## src/sv/ptw_pkg.sv

```systemverilog
`default_nettype none

package ptw_pkg;

	localparam int ADDR_W  = 48;
	localparam int BASE_W  = 64;
	localparam int ENTRY_W = 32;
	localparam int IDX_W   = 10;

	// configuration register indexes
	localparam logic REG_WINDOW_BASE = 1'b0;
	localparam logic REG_SECOND_BASE = 1'b1;

	// result kinds
	localparam logic [1:0] KIND_READ  = 2'd0;
	localparam logic [1:0] KIND_LOAD  = 2'd1;
	localparam logic [1:0] KIND_FAULT = 2'd2;
	localparam logic [1:0] KIND_MODE  = 2'd3;

	// actions
	localparam logic ACT_REQUEST = 1'b0;
	localparam logic ACT_DATA    = 1'b1;

	// format select in table_base[3:0]
	localparam logic [3:0] MODE_TWO   = 4'd1;
	localparam logic [3:0] MODE_THREE = 4'd2;
	localparam logic [3:0] MODE_FOUR  = 4'd3;
	localparam logic [3:0] MODE_SPLIT = 4'd5;

	// stored walk format
	localparam logic [1:0] FMT_TWO   = 2'd0;
	localparam logic [1:0] FMT_THREE = 2'd1;
	localparam logic [1:0] FMT_FOUR  = 2'd2;

	localparam int          SPLIT_BIT = 31;
	localparam logic [47:0] TAG_TWO   = 48'h0000_FFFF_F000;
	localparam logic [47:0] TAG_THREE = 48'h007F_FFFF_F000;
	localparam logic [47:0] TAG_FOUR  = 48'hFFFF_FFFF_F000;

	typedef struct packed {
		logic              busy;
		logic [1:0]        fmt;
		logic [1:0]        levels;
		logic [ADDR_W-1:0] addr;
	} walk_state_t;

	typedef struct packed {
		logic               action;
		logic [BASE_W-1:0]  table_base;
		logic [ADDR_W-1:0]  fault_address;
		logic [ENTRY_W-1:0] read_data;
	} item_t;

	typedef struct packed {
		logic [1:0]         kind;
		logic [ADDR_W-1:0]  read_address;
		logic [ENTRY_W-1:0] tlb_low;
		logic [ADDR_W-1:0]  tlb_high;
	} result_t;

	function automatic logic [IDX_W-1:0] table_index(input logic [1:0] fmt,
			input logic [1:0] lvl, input logic [ADDR_W-1:0] va);
		logic [IDX_W-1:0] idx;
		idx = '0;
		if (fmt == FMT_TWO) begin
			case (lvl)
				2'd0: idx = va[21:12];
				2'd1: idx = va[31:22];
				2'd2: idx = va[41:32];
				default: idx = {4'b0, va[47:42]};
			endcase
		end else begin
			case (lvl)
				2'd0: idx = {1'b0, va[20:12]};
				2'd1: idx = {1'b0, va[29:21]};
				2'd2: idx = {1'b0, va[38:30]};
				default: idx = {1'b0, va[47:39]};
			endcase
		end
		return idx;
	endfunction

	function automatic logic [ADDR_W-1:0] table_addr(input logic [ADDR_W-1:0] window,
			input logic [BASE_W-1:0] base, input logic [IDX_W-1:0] idx);
		return window + {19'b0, base[28:12], 12'b0} + {36'b0, idx, 2'b0};
	endfunction

	function automatic logic [ADDR_W-1:0] tag_mask(input logic [1:0] fmt);
		logic [ADDR_W-1:0] m;
		case (fmt)
			FMT_TWO:   m = TAG_TWO;
			FMT_THREE: m = TAG_THREE;
			default:   m = TAG_FOUR;
		endcase
		return m;
	endfunction

endpackage

`default_nettype wire

```

## src/sv/ptw_step.sv

```systemverilog
`default_nettype none

module ptw_step (
	input  ptw_pkg::walk_state_t        cur,
	input  ptw_pkg::item_t              item,
	input  logic [ptw_pkg::ADDR_W-1:0]  window,
	input  logic [ptw_pkg::BASE_W-1:0]  second_base,
	output ptw_pkg::walk_state_t        nxt,
	output logic                        has_result,
	output ptw_pkg::result_t            res
);

	logic [ptw_pkg::BASE_W-1:0] base;
	logic [ptw_pkg::IDX_W-1:0]  idx;
	logic                       supported;

	always_comb begin
		nxt        = cur;
		has_result = 1'b0;
		res        = '0;
		base       = item.table_base;
		supported  = 1'b1;

		if (item.action == ptw_pkg::ACT_REQUEST) begin
			// a new request abandons any walk in progress
			nxt.busy = 1'b0;
			unique case (item.table_base[3:0])
				ptw_pkg::MODE_TWO: begin
					nxt.fmt    = ptw_pkg::FMT_TWO;
					nxt.levels = 2'd1;
				end
				ptw_pkg::MODE_THREE: begin
					nxt.fmt    = ptw_pkg::FMT_THREE;
					nxt.levels = 2'd2;
				end
				ptw_pkg::MODE_FOUR: begin
					nxt.fmt    = ptw_pkg::FMT_FOUR;
					nxt.levels = 2'd3;
				end
				ptw_pkg::MODE_SPLIT: begin
					nxt.fmt    = ptw_pkg::FMT_TWO;
					nxt.levels = 2'd1;
					if (item.fault_address[ptw_pkg::SPLIT_BIT])
						base = second_base;
				end
				default: begin
					nxt.fmt    = ptw_pkg::FMT_TWO;
					nxt.levels = 2'd0;
					supported  = 1'b0;
				end
			endcase
			has_result = 1'b1;
			if (supported) begin
				nxt.addr = item.fault_address;
				nxt.busy = 1'b1;
				res.kind = ptw_pkg::KIND_READ;
			end else begin
				res.kind = ptw_pkg::KIND_MODE;
			end
		end else if (cur.busy) begin
			has_result = 1'b1;
			base       = {32'b0, item.read_data};
			if (!item.read_data[0]) begin
				nxt.busy = 1'b0;
				res.kind = ptw_pkg::KIND_FAULT;
			end else if (cur.levels == 2'd0) begin
				nxt.busy     = 1'b0;
				res.kind     = ptw_pkg::KIND_LOAD;
				res.tlb_low  = item.read_data;
				res.tlb_high = cur.addr & ptw_pkg::tag_mask(cur.fmt);
			end else begin
				nxt.levels = cur.levels - 2'd1;
				res.kind   = ptw_pkg::KIND_READ;
			end
		end

		// index comes from the updated walk position
		idx = ptw_pkg::table_index(nxt.fmt, nxt.levels, nxt.addr);
		if (has_result && res.kind == ptw_pkg::KIND_READ)
			res.read_address = ptw_pkg::table_addr(window, base, idx);
	end

endmodule

`default_nettype wire

```

## src/sv/page_table_walker.sv

```systemverilog
// throughput: one transaction per cycle unless the output stalls; each accepted
// item waits in the input register, which feeds one compute stage and an output
// register; the walk state is updated as each item leaves stage one
// a response that arrives while idle is consumed without a result
// reset (arst_n low, asynchronous) clears walk state, config registers and valids
`default_nettype none

module page_table_walker (
	input  logic                         clk,
	input  logic                         arst_n,
	input  logic                         cfg_write,
	input  logic                         cfg_index,
	input  logic [ptw_pkg::BASE_W-1:0]   cfg_data,
	input  logic                         in_valid,
	output logic                         in_ready,
	input  logic                         action,
	input  logic [ptw_pkg::BASE_W-1:0]   table_base,
	input  logic [ptw_pkg::ADDR_W-1:0]   fault_address,
	input  logic [ptw_pkg::ENTRY_W-1:0]  read_data,
	output logic                         out_valid,
	input  logic                         out_ready,
	output logic [1:0]                   result_kind,
	output logic [ptw_pkg::ADDR_W-1:0]   read_address,
	output logic [ptw_pkg::ENTRY_W-1:0]  tlb_low,
	output logic [ptw_pkg::ADDR_W-1:0]   tlb_high
);

	logic [ptw_pkg::ADDR_W-1:0] window_q;
	logic [ptw_pkg::BASE_W-1:0] second_base_q;

	ptw_pkg::walk_state_t walk_q;
	ptw_pkg::walk_state_t walk_nxt;

	logic            valid_s1;
	ptw_pkg::item_t  item_s1;

	logic             has_result;
	ptw_pkg::result_t res;

	logic             out_valid_q;
	ptw_pkg::result_t out_q;

	logic out_free;
	logic advance;
	logic emit;

	always_ff @(posedge clk or negedge arst_n) begin
		if (!arst_n) begin
			window_q      <= '0;
			second_base_q <= '0;
		end else if (cfg_write) begin
			if (cfg_index == ptw_pkg::REG_WINDOW_BASE)
				window_q <= cfg_data[ptw_pkg::ADDR_W-1:0];
			else
				second_base_q <= cfg_data;
		end
	end

	ptw_step u_step (
		.cur         (walk_q),
		.item        (item_s1),
		.window      (window_q),
		.second_base (second_base_q),
		.nxt         (walk_nxt),
		.has_result  (has_result),
		.res         (res)
	);

	assign out_free = !out_valid_q || out_ready;
	// items without a result drain even while the output is stalled
	assign advance  = valid_s1 && (out_free || !has_result);
	assign emit     = advance && has_result;
	assign in_ready = !valid_s1 || advance;

	always_ff @(posedge clk or negedge arst_n) begin
		if (!arst_n)
			valid_s1 <= 1'b0;
		else if (in_ready)
			valid_s1 <= in_valid;
	end

	always_ff @(posedge clk) begin
		if (in_ready && in_valid) begin
			item_s1.action        <= action;
			item_s1.table_base    <= table_base;
			item_s1.fault_address <= fault_address;
			item_s1.read_data     <= read_data;
		end
	end

	always_ff @(posedge clk or negedge arst_n) begin
		if (!arst_n)
			walk_q <= '0;
		else if (advance)
			walk_q <= walk_nxt;
	end

	always_ff @(posedge clk or negedge arst_n) begin
		if (!arst_n)
			out_valid_q <= 1'b0;
		else if (emit)
			out_valid_q <= 1'b1;
		else if (out_ready)
			out_valid_q <= 1'b0;
	end

	always_ff @(posedge clk) begin
		if (emit)
			out_q <= res;
	end

	assign out_valid    = out_valid_q;
	assign result_kind  = out_q.kind;
	assign read_address = out_q.read_address;
	assign tlb_low      = out_q.tlb_low;
	assign tlb_high     = out_q.tlb_high;

endmodule

`default_nettype wire

```

## config.mk

```make
export PLATFORM = sky130hd
export DESIGN_NAME = page_table_walker
export DESIGN_NICKNAME = d
export VERILOG_FILES = /design/src/sv/ptw_pkg.sv /design/src/sv/ptw_step.sv /design/src/sv/page_table_walker.sv
export SDC_FILE = /design/constraint.sdc
export NUM_CORES = 1
export LEC_CHECK = 0
export BUFFER_PORTS_ARGS = -buffer_cell sky130_fd_sc_hd__buf_2
export CORE_MARGIN = 2
export CORE_UTILIZATION = 34
export CTS_BUF_LIST = sky130_fd_sc_hd__clkbuf_4
export CTS_CLUSTER_SIZE = 8
export DETAILED_ROUTE_END_ITERATION = 16
export SYNTH_ARGS = -nofsm -noshare
export SYNTH_HDL_FRONTEND = slang
export SYNTH_SLANG_ARGS = --single-unit
```

## constraint.sdc

```tcl
create_clock -name clk -period 13.55 [get_ports clk]
set_input_delay 2.71 -clock clk [delete_from_list [all_inputs] [get_ports clk]]
set_output_delay 2.71 -clock clk [all_outputs]
set_load 0.01 [all_outputs]
```

# Word level (Yosys, flattened, before mapping)
# Index checks and enable logic that the tools add are counted.
# op_classes
n_bitwise	3
n_reduce_logical	23
add_sub_neg	3
mux	37
n_eq_ne	7
# ops
operator	count
two-way mux 48 bit	6
two-way mux 29 bit	4
case mux 48 bit (2 select lines)	1
two-way mux 49 bit	1
adder 48 x 12 -> 48 bit	1
adder 48 x 29 -> 48 bit	1
AND 48 bit	1
case mux 10 bit (3 select lines)	1
case mux 9 bit (3 select lines)	1
two-way mux 2 bit	9
two-way mux 1 bit	12
case mux 4 bit (3 select lines)	1
zero test 2 bit	5
two-way mux 10 bit	1
equality test 4 x 2 -> 1 bit (second input constant)	2
AND reduction 3 bit	2
equality test 2 x 1 -> 1 bit (second input constant)	2
equality test 4 x 1 -> 1 bit (second input constant)	1
equality test 4 x 3 -> 1 bit (second input constant)	1
logical AND 1 bit	4
AND reduction 2 bit	2
AND reduction 4 bit	1
OR reduction 4 bit	1
zero test 1 bit	3
other kinds (6)	9
# word_totals
register_bits	372

# Depth between registers and ports, before layout
# Gate-level depths: netlist of run 1.
# depth
word_depth	9
ltp_mapped	19

# Hierarchy
# A second synthesis of run 1 with hierarchy kept.
# hier_totals
hier_cells	1535
area_unflattened_um2	20353.3
# by_module_without_submodules
mod	area_each_um2	n_inst	cells_each
page_table_walker	15527.4	1	824
ptw_step	4825.9	1	711

# Least setup slack after synthesis of run 1
# OpenSTA, ideal clock, no wires.
# synth_timing
path_type	input to register
start	input port out_ready
end	register out_q, in the netlist read_address[0], enable pin
setup_time_ns	0.597
arrival_time_ns	8.063
n_path_buf	1
t_required_ns	12.953
path_slack_ns	4.890
path_stages	4
path_cell_list	nand2b_1 -> o21ai_1 -> clkbuf_1 -> nor2_1
# synth_between
elab_chain_len	4
# synth_rtl
element	line_no	text
start, declared	page_table_walker.sv:21	input logic out_ready,
logical OR 1 bit	page_table_walker.sv:69	assign out_free = !out_valid_q || out_ready;
logical OR 1 bit	page_table_walker.sv:71	assign advance = valid_s1 && (out_free || !has_result);
logical AND 1 bit	page_table_walker.sv:71	
logical AND 1 bit	page_table_walker.sv:72	assign emit = advance && has_result;
named net emit	page_table_walker.sv:45	logic emit;
end signal, assigned	page_table_walker.sv:109	out_q <= res;
end, declared	page_table_walker.sv:41	ptw_pkg::result_t out_q;
# The timed path passes the listed nets, and every way through them passes these cells.
# A chain may end at the register's enable or synchronous reset.

# Final worst setup path of run 1
# layout_timing
start	input port out_ready
end	output port in_ready
# layout_between
elab_chain_len	4
# layout_rtl
element	line_no	text
logical OR 1 bit	page_table_walker.sv:69	
logical OR 1 bit	page_table_walker.sv:71	
logical AND 1 bit	page_table_walker.sv:71	
logical OR 1 bit	page_table_walker.sv:73	assign in_ready = !valid_s1 || advance;
end, declared	page_table_walker.sv:15	output logic in_ready,
# Every way passes these cells.

==> results of run 1 <==
## final timing paths
kind,from,endpoint,slack (ps),depth (start not counted)
setup / recovery,out_ready,in_ready,7540,5
hold / removal,walk_q[41],walk_q[41],500,2
min in group asynchronous,arst_n,walk_q[23],1850,1
hold reg to reg,walk_q[41],walk_q[41],500,2
max in group asynchronous,arst_n,window_q[33],10140,3
setup reg to reg,item_s1[144],read_address[43],7760,16
## metal layers
layer,wire (um),GRT usage (%)
met3,2870,5.17
met1,18600,24.6
met5,42,0
met2,17900,26.2
met4,1010,7.94
## state kept, by name, summed over array words and instances (netlist names)
name           count
item_s1           90
read_address      48
window_q          48
walk_q            41
tlb_high          36
tlb_low           32
second_base_q     17
result_kind        2
out_valid          1
valid_s1           1
## layout make-up
cell class                 count  area, um2  area share [%]
clock inverter                24        138           0.774
timing repair buffer         279       1440            8.09
multi-input combinational    794       5410            30.4
clock buffer                 139       1040            5.86
inverter                      18       67.6           0.380
sequential                   316       8950            50.3
antenna                        5       12.5          0.0703
tap                          585        732            4.11
## metrics by stage
| stage | instances | utilization (%) | hold slack (ps) |
|---|---|---|---|
| floorplan | 1202 | - | 463 |
| global placement | 1992 | 38.7 | 480 |
| detailed placement | 1992 | 38.7 | 489 |
| CTS | 2155 | 41.5 | 503 |
| global route | 2157 | 41.5 | 510 |
| finish | 2160 | 41.5 | 498 |
## Yosys cell counts, types with 12 or more instances
| library cell | instances | area (um2) |
|---|---|---|
| edfxtp_1 | 208 | 6250 |
| nand2_1 | 112 | 420 |
| dfrtp_1 | 108 | 2700 |
| mux2_2 | 90 | 1010 |
| a21oi_1 | 74 | 370 |
| o21ai_0 | 58 | 290 |
| and2_1 | 55 | 344 |
| nor2_1 | 53 | 199 |
| clkbuf_1 | 41 | 154 |
| mux2i_1 | 39 | 390 |
| ha_1 | 27 | 338 |
| nand3_1 | 27 | 135 |
| a211oi_1 | 26 | 195 |
| and3_1 | 26 | 163 |
| nor2b_1 | 22 | 138 |
| inv_1 | 18 | 67.6 |
| a21o_1 | 17 | 128 |
| buf_4 | 14 | 105 |
| nor3_1 | 12 | 60.1 |
## worst register-to-register path, cell delays in order, from the launching register on
cell and delay, ps:
edfxtp_1 320, buf_4 430, inv_1 250, a211oi_1 400, or2_2 320, and3_1 370
nand3_1 260, o2111ai_1 170, o21ai_0 260, ha_1 420, a211oi_1 80, o21ai_1 460
o211ai_1 210, a21oi_1 500, o211ai_2 400, a2111oi_2 530, mux2i_1 130
## power breakdown
group	switching, mW	internal (mW)	total (mW)
clock network	0.414	0.486	0.900
logic	0.373	0.244	0.617
registers	0.0669	1.17	1.23
total	0.853	1.90	2.75
## kinds of logic after synthesis
group | count (synthesis) | share of synthesized area [%]
AND/OR/NAND/NOR | 360 | 12.5
XOR/XNOR | 17 | 1.01
other | 1 | 0.0255
AO/OA/AOI/OAI | 248 | 10.8
flip-flops | 316 | 60.8
adder cells (fa/ha/maj) | 28 | 2.43
buffers and inverters | 92 | 2.83
multiplexers | 129 | 9.55
==> out/qor.txt, run 1 <==
Commonest non-fill, non-tap cells in the layout = 262 x buf_2, 208 x edfxtp_1, 139 x clkbuf_4, 112 x nand2_1, 108 x dfrtp_1
Layout cells sized above 1 = 34.3%
WP buf/inv = 2
Total track usage = 17.9%
Critical path fanouts, max = 3
RSZ-0062 raised after global routing = false
First-pass DRT Iterations = 5
Post-Route WL = 40400 um
CTS buffer count = 89
F_max = 166 MHz
Die Span Y = 212 um
Post-Place Worst Slack = 7550 ps
Number of setup buffers added after CTS = 0
Crit-path slowest cell = nand2b_1
FP Rows = 76
Tot Pwr = 2.75 mW
Worst setup margin = 7540 ps
Ports = 347
Critical path's largest stage delay = 170 ps
Critical path cell sequence = buf_2 > nand2b_1 > nor2_1 > nand2_1 > buf_2
Post-DRT Antenna Nets = 0
Avg Synthesized Cell Area = 12.3 um2
Normalized max-slew margin = 12.3%
Worst EP arrival = 3300 ps
Post-synthesis register bit count = 316
DP HPWL = 28200 um
Slew Viols, Final = 0
Vias in the first global route = 10500
Crit path launch type = primary input
Sink Count = 316
Synthesized area = 14700 um2
CP endpoint kind = primary output
Ys Warns = 0
EDFF count, synth = 208
Routed length per instance = 18.7 um
Highest ir drop seen on vdd = 0.0724 mV
Fill count = 4117
Period Utilization, post-route = 44.3%
Setup TNS = 0 ps
Fin nets = 1741
Max Cap Viol = 0
Via density = 4.98
Static leakage = 7.32 nW
PD cells = 155 nW/um2
Die area = 44900 um2
Clock-pin slew on the worst setup and hold paths = 50 ps
Crit-path most repeated cell = buf_2
Tightest Pin Transition = 1320 ps
Req. time, crit path = 10840 ps
Seq/Total Area, Yosys = 60.8%
Crit Path Category = in2out
Clk root buf = clkbuf_4
Initial Util = 34.3%
Final worst path period need = 6010 ps
Ys async rst share = 34.2%
First DRT Iteration DRCs = 587
Status = finished clean
I/O Buffers = 263
Hold Violations, Final = 0
Die Wd = 212 um
First-pass GRT wire length = 60800 um
Commonest non-fill, non-tap cell in the layout = buf_2
RePlAce Congestion = 0.858
TritonCTS clock tree = built
Clk Latency, worst-skew pair = 800 ps
H-tree level count = 3
Via Count = 10700
Clock Path Buffers = 3
P&R area growth vs syn = 21.0%
Netlist cell types = 66
Area after DPL = 16600 um2
Pin count of the biggest net entering global routing = 80
Clock Skew = 42.3 ps
Hold-fix buffers at CTS = 0
Grt ovf = 0
Initial antenna violation count = 8
Final instance area = 17800 um2
Core area = 42900 um2
Mapped Cells = 1191
Main flop type after synthesis = edfxtp_1
Final setup violation count = 0
Min-delay worst type = reg2reg
DRC viols = 0
CTS resizes = 0
Cell family with most CP delay = simple AND/OR/NAND/NOR gates
Power figures use the tool's default switching activity.
==> run 2: changes to the inputs <==
Clock period 13.55 ns to 5.1 ns, I/O delays scaled along.
==> out/qor.txt, run 2 (synthesis gave the netlist of run 1 again) <==
Grt ovf = 0 (unchanged)
TritonCTS clock tree = built (unchanged)
Commonest non-fill, non-tap cells in the layout = 262 x buf_2, 208 x edfxtp_1, 136 x clkbuf_4, 112 x nand2_1, 108 x dfrtp_1 (was 262 x buf_2, 208 x edfxtp_1, 139 x clkbuf_4, 112 x nand2_1, 108 x dfrtp_1)
Post-Route WL = 41000 um (was 40400 um)
Vias in the first global route = 10900 (was 10500)
Slew Viols, Final = 0 (unchanged)
DP HPWL = 28700 um (was 28200 um)
FP Rows = 76 (unchanged)
Initial antenna violation count = 8 (unchanged)
Die Span Y = 212 um (unchanged)
Layout cells sized above 1 = 34.8% (was 34.3%)
Tightest Pin Transition = 1150 ps (was 1320 ps)
First-pass GRT wire length = 61800 um (was 60800 um)
First DRT Iteration DRCs = 599 (was 587)
P&R area growth vs syn = 22.1% (was 21.0%)
DRC viols = 0 (unchanged)
Worst EP arrival = 5320 ps (was 3300 ps)
Clock Path Buffers = 3 (unchanged)
Commonest non-fill, non-tap cell in the layout = buf_2 (unchanged)
Post-DRT Antenna Nets = 0 (unchanged)
Final setup violation count = 0 (unchanged)
Die area = 44900 um2 (unchanged)
Initial Util = 34.3% (unchanged)
Status = finished clean (unchanged)
First-pass DRT Iterations = 5 (unchanged)
Clock-pin slew on the worst setup and hold paths = 70 ps (was 50 ps)
Final worst path period need = 4760 ps
Die Wd = 212 um (unchanged)
Req. time, crit path = 5650 ps (was 10840 ps)
Top reg by flops = item_s1 (unchanged)
Worst setup margin = 336 ps (was 7540 ps)
Clk Latency, worst-skew pair = 820 ps (was 800 ps)
Via density = 4.94 (was 4.98)
Core area = 42900 um2 (unchanged)
RePlAce Congestion = 0.867 (was 0.858)
Reg2Reg Setup Slack = 340 ps (was 7760 ps)
Crit path launch type = flop (was primary input)
PD cells = 410 nW/um2 (was 155 nW/um2)
Pin count of the biggest net entering global routing = 101 (was 80)
Static leakage = 7.40 nW (was 7.32 nW)
Max reg flops = 90 (unchanged)
Total track usage = 18.2% (was 17.9%)
Highest ir drop seen on vdd = 0.205 mV (was 0.0724 mV)
Hold Violations, Final = 0 (unchanged)
Reg2Reg Depth = 16 (unchanged)
Normalized max-slew margin = 22.6% (was 12.3%)
Sink Count = 316 (unchanged)
Fin nets = 1754 (was 1741)
Routed length per instance = 18.8 um (was 18.7 um)
Ports = 347 (unchanged)
Crit Path Category = reg2reg (was in2out)
Clock Skew = 65.2 ps (was 42.3 ps)
Post-Place Worst Slack = 307 ps (was 7550 ps)
CP endpoint kind = flop (was primary output)
Clk root buf = clkbuf_4 (unchanged)
CP startpoint = item_s1[83] (was out_ready)
Min-delay worst type = in2async (was reg2reg)
H-tree level count = 3 (unchanged)
CTS buffer count = 90 (was 89)
Final Util = 41.9% (was 41.5%)
R2r endpoint = read_address[26] (was read_address[43])
Via Count = 10800 (was 10700)
I/O Buffers = 263 (unchanged)
F_max = 210 MHz
CP Capture Point = read_address[26] (was in_ready)
Period Utilization, post-route = 93.4%
Critical path fanouts, max = 14 (was 3)
Max Cap Viol = 0 (unchanged)
Origin of the critical flop-to-flop path = item_s1[83] (was item_s1[144])
[run 2: cell types whose count changed in the layout (fill, tap and decap cells not counted), moves of 2 or more]
cell	previous run	this run
buf_12	0	3
buf_4	17	26
clkbuf_4	139	136
clkinv_1	13	19
clkinv_2	4	6
inv_6	0	3
[run 2: timing repair]
| action | 4_1_cts | 5_1_grt |
|---|---|---|
| gates resized for setup | 0 | 5 |
| hold buffers | 0 | 0 |
| setup buffers | 0 | 0 |
| setup endpoints to repair | 0 | 23 |
[run 2: final cells by class]
cell class              count  area [um2]
fillers                  4145       24900
flip-flops and latches    316        8950
multi-input cells         794        5430
repair buffers            291        1570
clock buffers             136        1020
well taps                 585         732
clock inverters            32         176
inverters                  18        67.6
diodes                      6        15.0
[run 2: where the power goes]
part / leakage [nW] / switching, mW / internal [mW] / total, mW
Combinational: 3.37 / 0.990 / 0.677 / 1.67
Sequential: 3.32 / 0.180 / 3.10 / 3.28
Clock: 0.711 / 1.13 / 1.28 / 2.41
Total: 7.40 / 2.30 / 5.06 / 7.36
[run 2: through the flow]
stage          instance area [um2]  std cells  hold WS (ps)  total power, mW  setup TNS [ps]
2_1_floorplan                14800       1202           463             4.41               0
5_1_grt                      17900       2175           168             7.83           -5.13
3_3_place_gp                 16700       2004           478             4.96               0
6_report                     18000       2178           211             7.36               0
3_5_place_dp                 16700       2004           488             4.99               0
4_1_cts                      17900       2172           123             7.46               0
[run 2: layer usage]
metal / wire, um / global-route usage, % / vias up / part of all wire (%)
li1: - / - / 5124 / -
met1: 19100 / 24.8 / 5231 / 47
met2: 18200 / 27.2 / 330 / 44
met3: 2580 / 4.86 / 74 / 6.3
met4: 1110 / 7.97 / 4 / 2.7
met5: 21 / 0 / - / 0.051
[run 2: worst min-delay path by stage]
stage                       to  slack, ps  cells past startpoint
floorplan           walk_q[19]        460                      2
global placement    walk_q[41]        480                      2
detailed placement  walk_q[34]        490                      2
CTS                 walk_q[52]        120                      1
global route        walk_q[52]        170                      1
finish              walk_q[49]        210                      1
[run 2: critical path: stages (launching register included)]
cell and delay, ps:
edfxtp_1 460, nor4b_2 470, nand2_1 240, nand2_1 460
nand3_1 230, o221ai_1 130, o21ai_0 140, ha_1 260
fa_1 410, a21o_1 190, a21oi_1 270, o211ai_1 230
a21oi_1 230, buf_4 170, nor2_1 50, o311a_1 320
nor3_1 260
